`src/hdl/weekly_alarm_table_matcher_defines.svh`:
```
// assertion helpers for the alarm table matcher
`ifndef WEEKLY_ALARM_TABLE_MATCHER_DEFINES_SVH
`define WEEKLY_ALARM_TABLE_MATCHER_DEFINES_SVH

`ifndef SYNTHESIS
// condition holds whenever the trigger holds, same cycle
`define WATM_ASSERT_IMP(lbl, trig, cond) \
    lbl: assert property (@(posedge clk) disable iff (!rst_n) (trig) |-> (cond)) \
        else $error("assertion failed");
// condition holds in the cycle after the trigger
`define WATM_ASSERT_NXT(lbl, trig, cond) \
    lbl: assert property (@(posedge clk) disable iff (!rst_n) (trig) |=> (cond)) \
        else $error("assertion failed");
`else
`define WATM_ASSERT_IMP(lbl, trig, cond)
`define WATM_ASSERT_NXT(lbl, trig, cond)
`endif

`endif

```
`src/hdl/wat_pkg.sv`:
```
package wat_pkg;

    localparam int unsigned ENTRIES = 16;
    localparam int unsigned IDX_W   = (ENTRIES > 1) ? $clog2(ENTRIES) : 1;
    localparam int unsigned CNT_W   = $clog2(ENTRIES + 1);
    localparam logic [CNT_W-1:0] MAX_COUNT = CNT_W'(ENTRIES);

    typedef enum logic [1:0] {
        KIND_CLEAR   = 2'd0,
        KIND_APPEND  = 2'd1,
        KIND_TICK    = 2'd2,
        KIND_TRIGGER = 2'd3
    } kind_t;

    typedef enum logic [1:0] {
        ST_OK        = 2'd0,
        ST_REJECT    = 2'd1,
        ST_NOT_FOUND = 2'd2,
        ST_BUSY      = 2'd3
    } status_t;

    typedef enum logic [1:0] {
        S_IDLE,
        S_SCAN,
        S_RESULT
    } state_t;

    typedef enum logic {
        SCAN_TIME,
        SCAN_ID
    } scan_mode_t;

    typedef struct packed {
        logic [15:0] id;
        logic [7:0]  track;
        logic [6:0]  mask;
        logic [4:0]  hour;
        logic [5:0]  minute;
        logic        en;
    } entry_t;

    // what one table entry is compared against
    typedef struct packed {
        logic [15:0] id;
        logic [2:0]  weekday;
        logic [4:0]  hour;
        logic [5:0]  minute;
        logic        sec_ok;
    } key_t;

    // held count as the 5-bit result field
    function automatic logic [4:0] count_field(input logic [CNT_W-1:0] cnt);
        logic [CNT_W+4:0] wide;
        wide = {5'd0, cnt};
        return wide[4:0];
    endfunction

endpackage

```
`src/hdl/wat_store.sv`:
```
module wat_store (
    input  logic                      clk,
    input  logic                      wr_en,
    input  logic [wat_pkg::IDX_W-1:0] wr_addr,
    input  wat_pkg::entry_t           wr_data,
    input  logic [wat_pkg::IDX_W-1:0] rd_addr,
    output wat_pkg::entry_t           rd_data
);

    wat_pkg::entry_t mem [wat_pkg::ENTRIES];
    wat_pkg::entry_t rd_data_reg;

    always_ff @(posedge clk)
    begin
        if (wr_en)
        begin
            mem[wr_addr] <= wr_data;
        end
        rd_data_reg <= mem[rd_addr];
    end

    assign rd_data = rd_data_reg;

endmodule

```
`src/hdl/wat_match.sv`:
```
module wat_match (
    input  wat_pkg::scan_mode_t mode,
    input  wat_pkg::entry_t     ent,
    input  logic                ent_fired,
    input  wat_pkg::key_t       key,
    output logic                hit
);

    logic day_ok;
    logic time_hit;

    always_comb
    begin
        day_ok   = (key.weekday != 3'd0) && ent.mask[key.weekday - 3'd1];
        time_hit = ent.en && !ent_fired && day_ok && (ent.hour == key.hour)
                   && (ent.minute == key.minute) && key.sec_ok;
        case (mode)
            wat_pkg::SCAN_TIME: hit = time_hit;
            default:            hit = (ent.id == key.id);
        endcase
    end

endmodule

```
`src/hdl/weekly_alarm_table_matcher.sv`:
```
// Weekly alarm table matcher: holds up to ENTRIES alarms (16) and answers every input
// transaction with exactly one result transaction. Clear, append and a tick that is blocked
// by the relay or meets an empty table go straight to the result state without a scan. Tick
// and manual trigger scan the table one entry per cycle through a single compare unit reading
// a registered-read entry memory; a tick that fires takes a second pass to locate the first
// entry with the fired id. The input side is not ready while an item is in work; a finished
// result waits in the output register and does not block the next acceptance.
`include "weekly_alarm_table_matcher_defines.svh"

module weekly_alarm_table_matcher (
    input  logic        clk,
    input  logic        rst_n,
    input  logic        s_tvalid,
    output logic        s_tready,
    // entry_id[15:0], track[23:16], day_mask[30:24], enabled[31], weekday[34:32],
    // hour[39:35], minute[45:40], second[51:46], relay_busy[52], zero[55:53]
    input  logic [55:0] s_tdata,
    // kind[1:0]
    input  logic [1:0]  s_tuser,
    output logic        m_tvalid,
    input  logic        m_tready,
    // fired_id[15:0], fired_track[23:16], status[25:24], entry_count[30:26], zero[31]
    output logic [31:0] m_tdata,
    // fired[0]
    output logic        m_tuser
);

    localparam int unsigned CW = wat_pkg::CNT_W;
    localparam int unsigned IW = wat_pkg::IDX_W;

    // input unpacking
    wat_pkg::kind_t in_kind;
    logic [15:0]    in_id;
    logic [7:0]     in_track;
    logic [6:0]     in_mask;
    logic           in_en;
    logic [2:0]     in_wd;
    logic [4:0]     in_hour;
    logic [5:0]     in_minute;
    logic [5:0]     in_second;
    logic           in_busy;

    assign in_kind   = wat_pkg::kind_t'(s_tuser);
    assign in_id     = s_tdata[15:0];
    assign in_track  = s_tdata[23:16];
    assign in_mask   = s_tdata[30:24];
    assign in_en     = s_tdata[31];
    assign in_wd     = s_tdata[34:32];
    assign in_hour   = s_tdata[39:35];
    assign in_minute = s_tdata[45:40];
    assign in_second = s_tdata[51:46];
    assign in_busy   = s_tdata[52];

    // control state
    wat_pkg::state_t     state_reg, state_next;
    wat_pkg::scan_mode_t mode_reg, mode_next;
    logic [CW-1:0]       count_reg, count_next;
    logic [2:0]          last_wd_reg, last_wd_next;
    logic [wat_pkg::ENTRIES-1:0] fired_bits_reg, fired_bits_next;
    logic [CW-1:0]       scan_idx_reg, scan_idx_next;
    logic                chk_vld_reg, chk_vld_next;
    logic                m_tvalid_reg, m_tvalid_next;

    // payload
    logic [IW-1:0]       chk_idx_reg, chk_idx_next;
    wat_pkg::key_t       key_reg, key_next;
    logic                busy_reg, busy_next;
    logic                tick_reg, tick_next;
    logic [7:0]          fire_track_reg, fire_track_next;
    logic                res_fired_reg, res_fired_next;
    logic [15:0]         res_id_reg, res_id_next;
    logic [7:0]          res_track_reg, res_track_next;
    wat_pkg::status_t    res_status_reg, res_status_next;
    logic                out_fired_reg, out_fired_next;
    logic [15:0]         out_id_reg, out_id_next;
    logic [7:0]          out_track_reg, out_track_next;
    wat_pkg::status_t    out_status_reg, out_status_next;
    logic [4:0]          out_count_reg, out_count_next;

    // store and compare unit
    logic            wr_en;
    wat_pkg::entry_t wr_data;
    logic [IW-1:0]   rd_addr;
    wat_pkg::entry_t rd_data;
    logic            hit;
    logic            hit_vld;
    logic            issue;
    logic            accept;

    wat_store u_store (
        .clk     (clk),
        .wr_en   (wr_en),
        .wr_addr (count_reg[IW-1:0]),
        .wr_data (wr_data),
        .rd_addr (rd_addr),
        .rd_data (rd_data)
    );

    wat_match u_match (
        .mode      (mode_reg),
        .ent       (rd_data),
        .ent_fired (fired_bits_reg[chk_idx_reg]),
        .key       (key_reg),
        .hit       (hit)
    );

    assign s_tready = (state_reg == wat_pkg::S_IDLE);
    assign accept   = s_tvalid && s_tready;
    assign rd_addr  = scan_idx_reg[IW-1:0];
    assign hit_vld  = chk_vld_reg && hit;
    assign issue    = (scan_idx_reg < count_reg) && !hit_vld;

    assign wr_data.id     = in_id;
    assign wr_data.track  = in_track;
    assign wr_data.mask   = in_mask;
    assign wr_data.hour   = in_hour;
    assign wr_data.minute = in_minute;
    assign wr_data.en     = in_en;

    always_comb
    begin
        state_next      = state_reg;
        mode_next       = mode_reg;
        count_next      = count_reg;
        last_wd_next    = last_wd_reg;
        fired_bits_next = fired_bits_reg;
        scan_idx_next   = scan_idx_reg;
        chk_vld_next    = 1'b0;
        chk_idx_next    = chk_idx_reg;
        key_next        = key_reg;
        busy_next       = busy_reg;
        tick_next       = tick_reg;
        fire_track_next = fire_track_reg;
        res_fired_next  = res_fired_reg;
        res_id_next     = res_id_reg;
        res_track_next  = res_track_reg;
        res_status_next = res_status_reg;
        m_tvalid_next   = m_tvalid_reg && !m_tready;
        out_fired_next  = out_fired_reg;
        out_id_next     = out_id_reg;
        out_track_next  = out_track_reg;
        out_status_next = out_status_reg;
        out_count_next  = out_count_reg;
        wr_en           = 1'b0;

        unique case (state_reg)
            wat_pkg::S_IDLE:
            begin
                if (accept)
                begin
                    res_fired_next  = 1'b0;
                    res_id_next     = 16'd0;
                    res_track_next  = 8'd0;
                    res_status_next = wat_pkg::ST_OK;
                    key_next.id      = in_id;
                    key_next.weekday = in_wd;
                    key_next.hour    = in_hour;
                    key_next.minute  = in_minute;
                    key_next.sec_ok  = (in_second < 6'd2);
                    busy_next        = in_busy;
                    tick_next        = (in_kind == wat_pkg::KIND_TICK);
                    scan_idx_next    = '0;
                    state_next       = wat_pkg::S_RESULT;
                    unique case (in_kind)
                        wat_pkg::KIND_CLEAR:
                        begin
                            fired_bits_next = '0;
                            count_next      = '0;
                            last_wd_next    = in_wd;
                        end
                        wat_pkg::KIND_APPEND:
                        begin
                            if ((count_reg >= wat_pkg::MAX_COUNT) || (in_id == 16'd0)
                                || (in_mask == 7'd0))
                            begin
                                res_status_next = wat_pkg::ST_REJECT;
                            end
                            else
                            begin
                                wr_en = 1'b1;
                                fired_bits_next[count_reg[IW-1:0]] = 1'b0;
                                count_next = count_reg + CW'(1);
                            end
                        end
                        wat_pkg::KIND_TICK:
                        begin
                            if (in_busy)
                            begin
                                res_status_next = wat_pkg::ST_BUSY;
                            end
                            else if (count_reg != '0)
                            begin
                                // a new day re-arms every alarm
                                if (in_wd != last_wd_reg)
                                begin
                                    fired_bits_next = '0;
                                    last_wd_next    = in_wd;
                                end
                                mode_next  = wat_pkg::SCAN_TIME;
                                state_next = wat_pkg::S_SCAN;
                            end
                        end
                        wat_pkg::KIND_TRIGGER:
                        begin
                            mode_next  = wat_pkg::SCAN_ID;
                            state_next = wat_pkg::S_SCAN;
                        end
                    endcase
                end
            end

            wat_pkg::S_SCAN:
            begin
                if (hit_vld)
                begin
                    if (mode_reg == wat_pkg::SCAN_TIME)
                    begin
                        // second pass: the fired bit goes to the first entry with this id
                        key_next.id     = rd_data.id;
                        fire_track_next = rd_data.track;
                        mode_next       = wat_pkg::SCAN_ID;
                        scan_idx_next   = '0;
                    end
                    else
                    begin
                        state_next = wat_pkg::S_RESULT;
                        if (busy_reg)
                        begin
                            res_status_next = wat_pkg::ST_BUSY;
                        end
                        else
                        begin
                            fired_bits_next[chk_idx_reg] = 1'b1;
                            res_fired_next = 1'b1;
                            res_id_next    = key_reg.id;
                            res_track_next = tick_reg ? fire_track_reg : rd_data.track;
                        end
                    end
                end
                else if (issue)
                begin
                    scan_idx_next = scan_idx_reg + CW'(1);
                    chk_vld_next  = 1'b1;
                    chk_idx_next  = scan_idx_reg[IW-1:0];
                end
                else if (!chk_vld_reg)
                begin
                    state_next = wat_pkg::S_RESULT;
                    if (mode_reg == wat_pkg::SCAN_ID)
                    begin
                        res_status_next = wat_pkg::ST_NOT_FOUND;
                    end
                end
            end

            wat_pkg::S_RESULT:
            begin
                if (!m_tvalid_reg || m_tready)
                begin
                    m_tvalid_next   = 1'b1;
                    out_fired_next  = res_fired_reg;
                    out_id_next     = res_id_reg;
                    out_track_next  = res_track_reg;
                    out_status_next = res_status_reg;
                    out_count_next  = wat_pkg::count_field(count_reg);
                    state_next      = wat_pkg::S_IDLE;
                end
            end

            default:
            begin
                state_next = wat_pkg::S_IDLE;
            end
        endcase
    end

    always_ff @(posedge clk or negedge rst_n)
    begin
        if (!rst_n)
        begin
            state_reg      <= wat_pkg::S_IDLE;
            mode_reg       <= wat_pkg::SCAN_TIME;
            count_reg      <= '0;
            last_wd_reg    <= 3'd0;
            fired_bits_reg <= '0;
            scan_idx_reg   <= '0;
            chk_vld_reg    <= 1'b0;
            m_tvalid_reg   <= 1'b0;
        end
        else
        begin
            state_reg      <= state_next;
            mode_reg       <= mode_next;
            count_reg      <= count_next;
            last_wd_reg    <= last_wd_next;
            fired_bits_reg <= fired_bits_next;
            scan_idx_reg   <= scan_idx_next;
            chk_vld_reg    <= chk_vld_next;
            m_tvalid_reg   <= m_tvalid_next;
        end
    end

    always_ff @(posedge clk)
    begin
        chk_idx_reg    <= chk_idx_next;
        key_reg        <= key_next;
        busy_reg       <= busy_next;
        tick_reg       <= tick_next;
        fire_track_reg <= fire_track_next;
        res_fired_reg  <= res_fired_next;
        res_id_reg     <= res_id_next;
        res_track_reg  <= res_track_next;
        res_status_reg <= res_status_next;
        out_fired_reg  <= out_fired_next;
        out_id_reg     <= out_id_next;
        out_track_reg  <= out_track_next;
        out_status_reg <= out_status_next;
        out_count_reg  <= out_count_next;
    end

    assign m_tvalid = m_tvalid_reg;
    assign m_tuser  = out_fired_reg;
    assign m_tdata  = {1'b0, out_count_reg, out_status_reg, out_track_reg, out_id_reg};

    `WATM_ASSERT_IMP(a_count_bound, 1'b1, count_reg <= wat_pkg::MAX_COUNT)
    `WATM_ASSERT_IMP(a_check_in_table, chk_vld_reg, CW'(chk_idx_reg) < count_reg)
    `WATM_ASSERT_IMP(a_fire_is_ok, m_tvalid_reg && out_fired_reg,
                     out_status_reg == wat_pkg::ST_OK)
    `WATM_ASSERT_NXT(a_fire_marks_entry,
                     (state_reg == wat_pkg::S_SCAN) && hit_vld
                     && (mode_reg == wat_pkg::SCAN_ID) && !busy_reg,
                     fired_bits_reg[$past(chk_idx_reg)])

endmodule

```
`config.mk`:
```
export PLATFORM = sky130hd
export DESIGN_NAME = weekly_alarm_table_matcher
export DESIGN_NICKNAME = d
export VERILOG_FILES = /design/src/hdl/wat_pkg.sv /design/src/hdl/wat_store.sv /design/src/hdl/wat_match.sv /design/src/hdl/weekly_alarm_table_matcher.sv
export VERILOG_INCLUDE_DIRS = /design/src /design/src/hdl
export SDC_FILE = /design/constraint.sdc
export NUM_CORES = 1
export LEC_CHECK = 0
export BUFFER_PORTS_ARGS = -buffer_cell sky130_fd_sc_hd__buf_2
export CORE_AREA = 2 2 284 202
export DETAILED_ROUTE_END_ITERATION = 12
export DIE_AREA = 0 0 286 204
export GPL_ROUTABILITY_DRIVEN = 0
export PLACE_DENSITY = 0.86
export SLEW_MARGIN = 25
export SYNTH_ARGS = -nofsm -noshare
export SYNTH_HDL_FRONTEND = slang
export SYNTH_SLANG_ARGS = --single-unit
export TNS_END_PERCENT = 20
```
`constraint.sdc`:
```
create_clock -name clk -period 7.3 [get_ports clk]
set_input_delay 2.19 -clock clk [delete_from_list [all_inputs] [get_ports clk]]
set_output_delay 2.19 -clock clk [all_outputs]
set_load 0.02 [all_outputs]
```
==> results.cfg <==
[yosys]
syn-num-nets = 1607
yosysTopAreaCell = edfxtp_1
avgSynthCellArea_um2 = 21.6
yosys.area_share.simple_pct = 3.09
synth_top_family_by_area = multiplexers
ys_seq_area_share_pct = 77.0
async_flop_share_pct = 3.91
synthAdderAreaFrac_pct = 0.567
yosys.area.top_type_share_pct = 71.8
synth_cell_type_count = 61
synth_edf_count = 792
synth_warnings = 0
synth_seq_cells = 869
netlist_area_um2 = 33100
syn_inst = 1530
synth_compound_area_share_pct = 2.04
ys_dominant_reg_cell = edfxtp_1
synth_top_cells_by_area = edfxtp_1 72%, mux4_2 15%, dfxtp_1 2.6%
synth-xor-area-share_pct = 0.793
synthMuxAreaShare_pct = 15.4

[sta]
post-route-period-util_pct = 67.7
rsz0062_at_grt = false
max_freq_mhz = 202
worst_clock_skew_ns = 0.0209
tightest_slew_ns = 0.993
final_max_slew_viol_count = 0
relSlewSlack_pct = 33.8
finalCriticalPeriod_ns = 4.95
hold_violations = 0
setup_ws_ns = 2.35
setup_viol = 0
tns_ns = 0

[cts]
cts.reportedPaths.clkPinSlew_ns = 0.06
insertion_delay_ns = 0.62
root_buffer = clkbuf_16
cts_repair_resize_count = 0
clockBufferDepth = 3
cts_tree = built
clkSinkCount = 869
cts_inserted_buffers = 77
htree_levels = 3
hold_buffers = 0
post_cts_buffers = 0

[critical_path]
critPathKind = primary input to flip-flop
crit_required_ns = 7.59
end_kind = flip-flop
arrival_ns = 5.24
cp-start-kind = primary input
crit_fanout = 29

[pwr]
p_per_area_nw_per_um2 = 340
p_leak_nw = 11.9
irDropWorstVdd_mv = 0.336
p_total_mw = 12.6

[placed_design]
dp_hpwl_um = 38800
portBuffers = 91
placed_cells = 2318
pre_cts_ws_ns = 1.97

[floorplanning]
die-area_um2 = 58300
core_um2 = 55900
die_w_um = 286
ios = 97
initial_core_util_pct = 59.2
die_y_um = 204
rows = 73

[routing]
avgRoutedWirePerCell_um = 31.7
dr.pass1.iters = 7
drtAntennaViolNets = 0
viasPerCell = 6.80
drtIter0Drc = 2594
routed-via-count = 16766
finalWirelength_um = 78300
drcViolationCount = 0

[finish]
final_cell_count_no_fill = 2466
ff_latch_area_um2 = 25500
fin_nets = 1725
fillers = 3327
layout_common_cells = 792 x edfxtp_1, 220 x mux4_2, 91 x buf_2
largest_reg_flops = 688
drive_gt1_share_pct = 28.7
multi_input_area_um2 = 7290
final_common_cell = edfxtp_1
final_util_pct = 66.3
area_growth_pct = 12.0

[global_routing]
grt_pass1_wl_um = 115000
grt_overflow_total = 0
grt_usage_pct = 27.4
grt_max_degree = 133
grt_antenna_before_repair = 8
grt_pass1_vias = 16831

[run]
maxCapViolations = 0

[run_status]
status = complete, no violations

[min_path]
hp-class = flip-flop to flip-flop
[metrics by stage]
stage	hold WS [ns]	cell area, um^2
after floorplan	0.400	33100
after global placement	0.401	34500
after detailed placement	0.405	34500
after CTS	0.421	37000
after global routing	0.424	37100
final	0.415	37100
[power by group]
part           internal, mW  switching (mW)
Combinational          1.07            1.27
Clock                  2.39            1.80
Sequential             5.84           0.259
[path summary, 6_finish.rpt]
| check | from | end | slack, ns | cells past startpoint |
|---|---|---|---|---|
| max | s_tdata[2] | u_store.mem[0][28] | 2.35 | 7 |
| min in group asynchronous | rst_n | m_tvalid | 1.69 | 1 |
| min reg2reg | res_id_reg[5] | out_id_reg[5] | 0.41 | 0 |
| max in group asynchronous | rst_n | scan_idx_reg[0] | 4.98 | 1 |
| max reg2reg | state_reg[0] | key_reg[25] | 3.16 | 6 |
| min | res_id_reg[5] | out_id_reg[5] | 0.41 | 0 |
[cell type report]
| type | instances | area share (%) |
|---|---|---|
| repair buffers | 117 | 1.88 |
| multi-input cells | 567 | 19.7 |
| well taps | 750 | 2.53 |
| clock inverters | 39 | 1.34 |
| diodes | 4 | 0.0270 |
| inverters | 16 | 0.162 |
| flip-flops and latches | 869 | 68.8 |
| clock buffers | 104 | 5.63 |
[per-layer routing]
layer | part of all wire, % | vias to the layer above | track usage (%) | routed length (um)
li1 | - | 6607 | - | -
met1 | 37 | 8729 | 38.8 | 28800
met2 | 48 | 1216 | 42.7 | 37900
met3 | 11 | 210 | 6.69 | 8980
met4 | 3.4 | 4 | 9.65 | 2630
met5 | 0.029 | - | 0 | 23
[logic make-up (layout without fill, tap and decap cells)]
family | after synthesis | in the layout
adders and majority gates | 15 | 15
xor gates and xnor gates | 30 | 30
buffers and inverters | 94 | 276
DFF | 869 | 869
muxes | 233 | 233
other | 1 | 5
AOI/OAI and AO/OA | 100 | 100
and+or+nand+nor | 188 | 188
[worst max-delay path, cell delays in order]
cell    delay (ns)
buf_2         0.21
nor4_1        0.76
and4_1        0.60
nor2_1        0.14
and4_1        0.39
and3_2        0.50
buf_4         0.43
[Yosys cell counts, types with 2 or more instances]
| cell type | number |
|---|---|
| edfxtp_1 | 792 |
| mux4_2 | 220 |
| clkbuf_1 | 49 |
| dfxtp_1 | 43 |
| nor2_1 | 38 |
| nand2_1 | 36 |
| dfrtp_1 | 34 |
| a21oi_1 | 27 |
| xor2_1 | 26 |
| nor4_1 | 23 |
| a22o_1 | 19 |
| a31oi_1 | 18 |
| and2_1 | 18 |
| and3_1 | 16 |
| ha_1 | 15 |
| inv_1 | 15 |
| buf_2 | 14 |
| buf_1 | 13 |
| o21ai_0 | 13 |
| nor3_1 | 11 |
| mux2i_1 | 9 |
| nand3_1 | 8 |
| nand2b_1 | 7 |
| nor2b_1 | 7 |
| nand4_1 | 5 |
| o21ai_1 | 4 |
| xnor2_1 | 4 |
| mux2_2 | 3 |
| a21boi_1 | 2 |
| a41oi_1 | 2 |
| and4_1 | 2 |
| nand3b_1 | 2 |
| nand4bb_1 | 2 |
| nor3b_1 | 2 |
| o2bb2ai_1 | 2 |
| o31ai_1 | 2 |
| or3_1 | 2 |
| or4_1 | 2 |
Note: power is estimated with default switching activity, not from simulation.
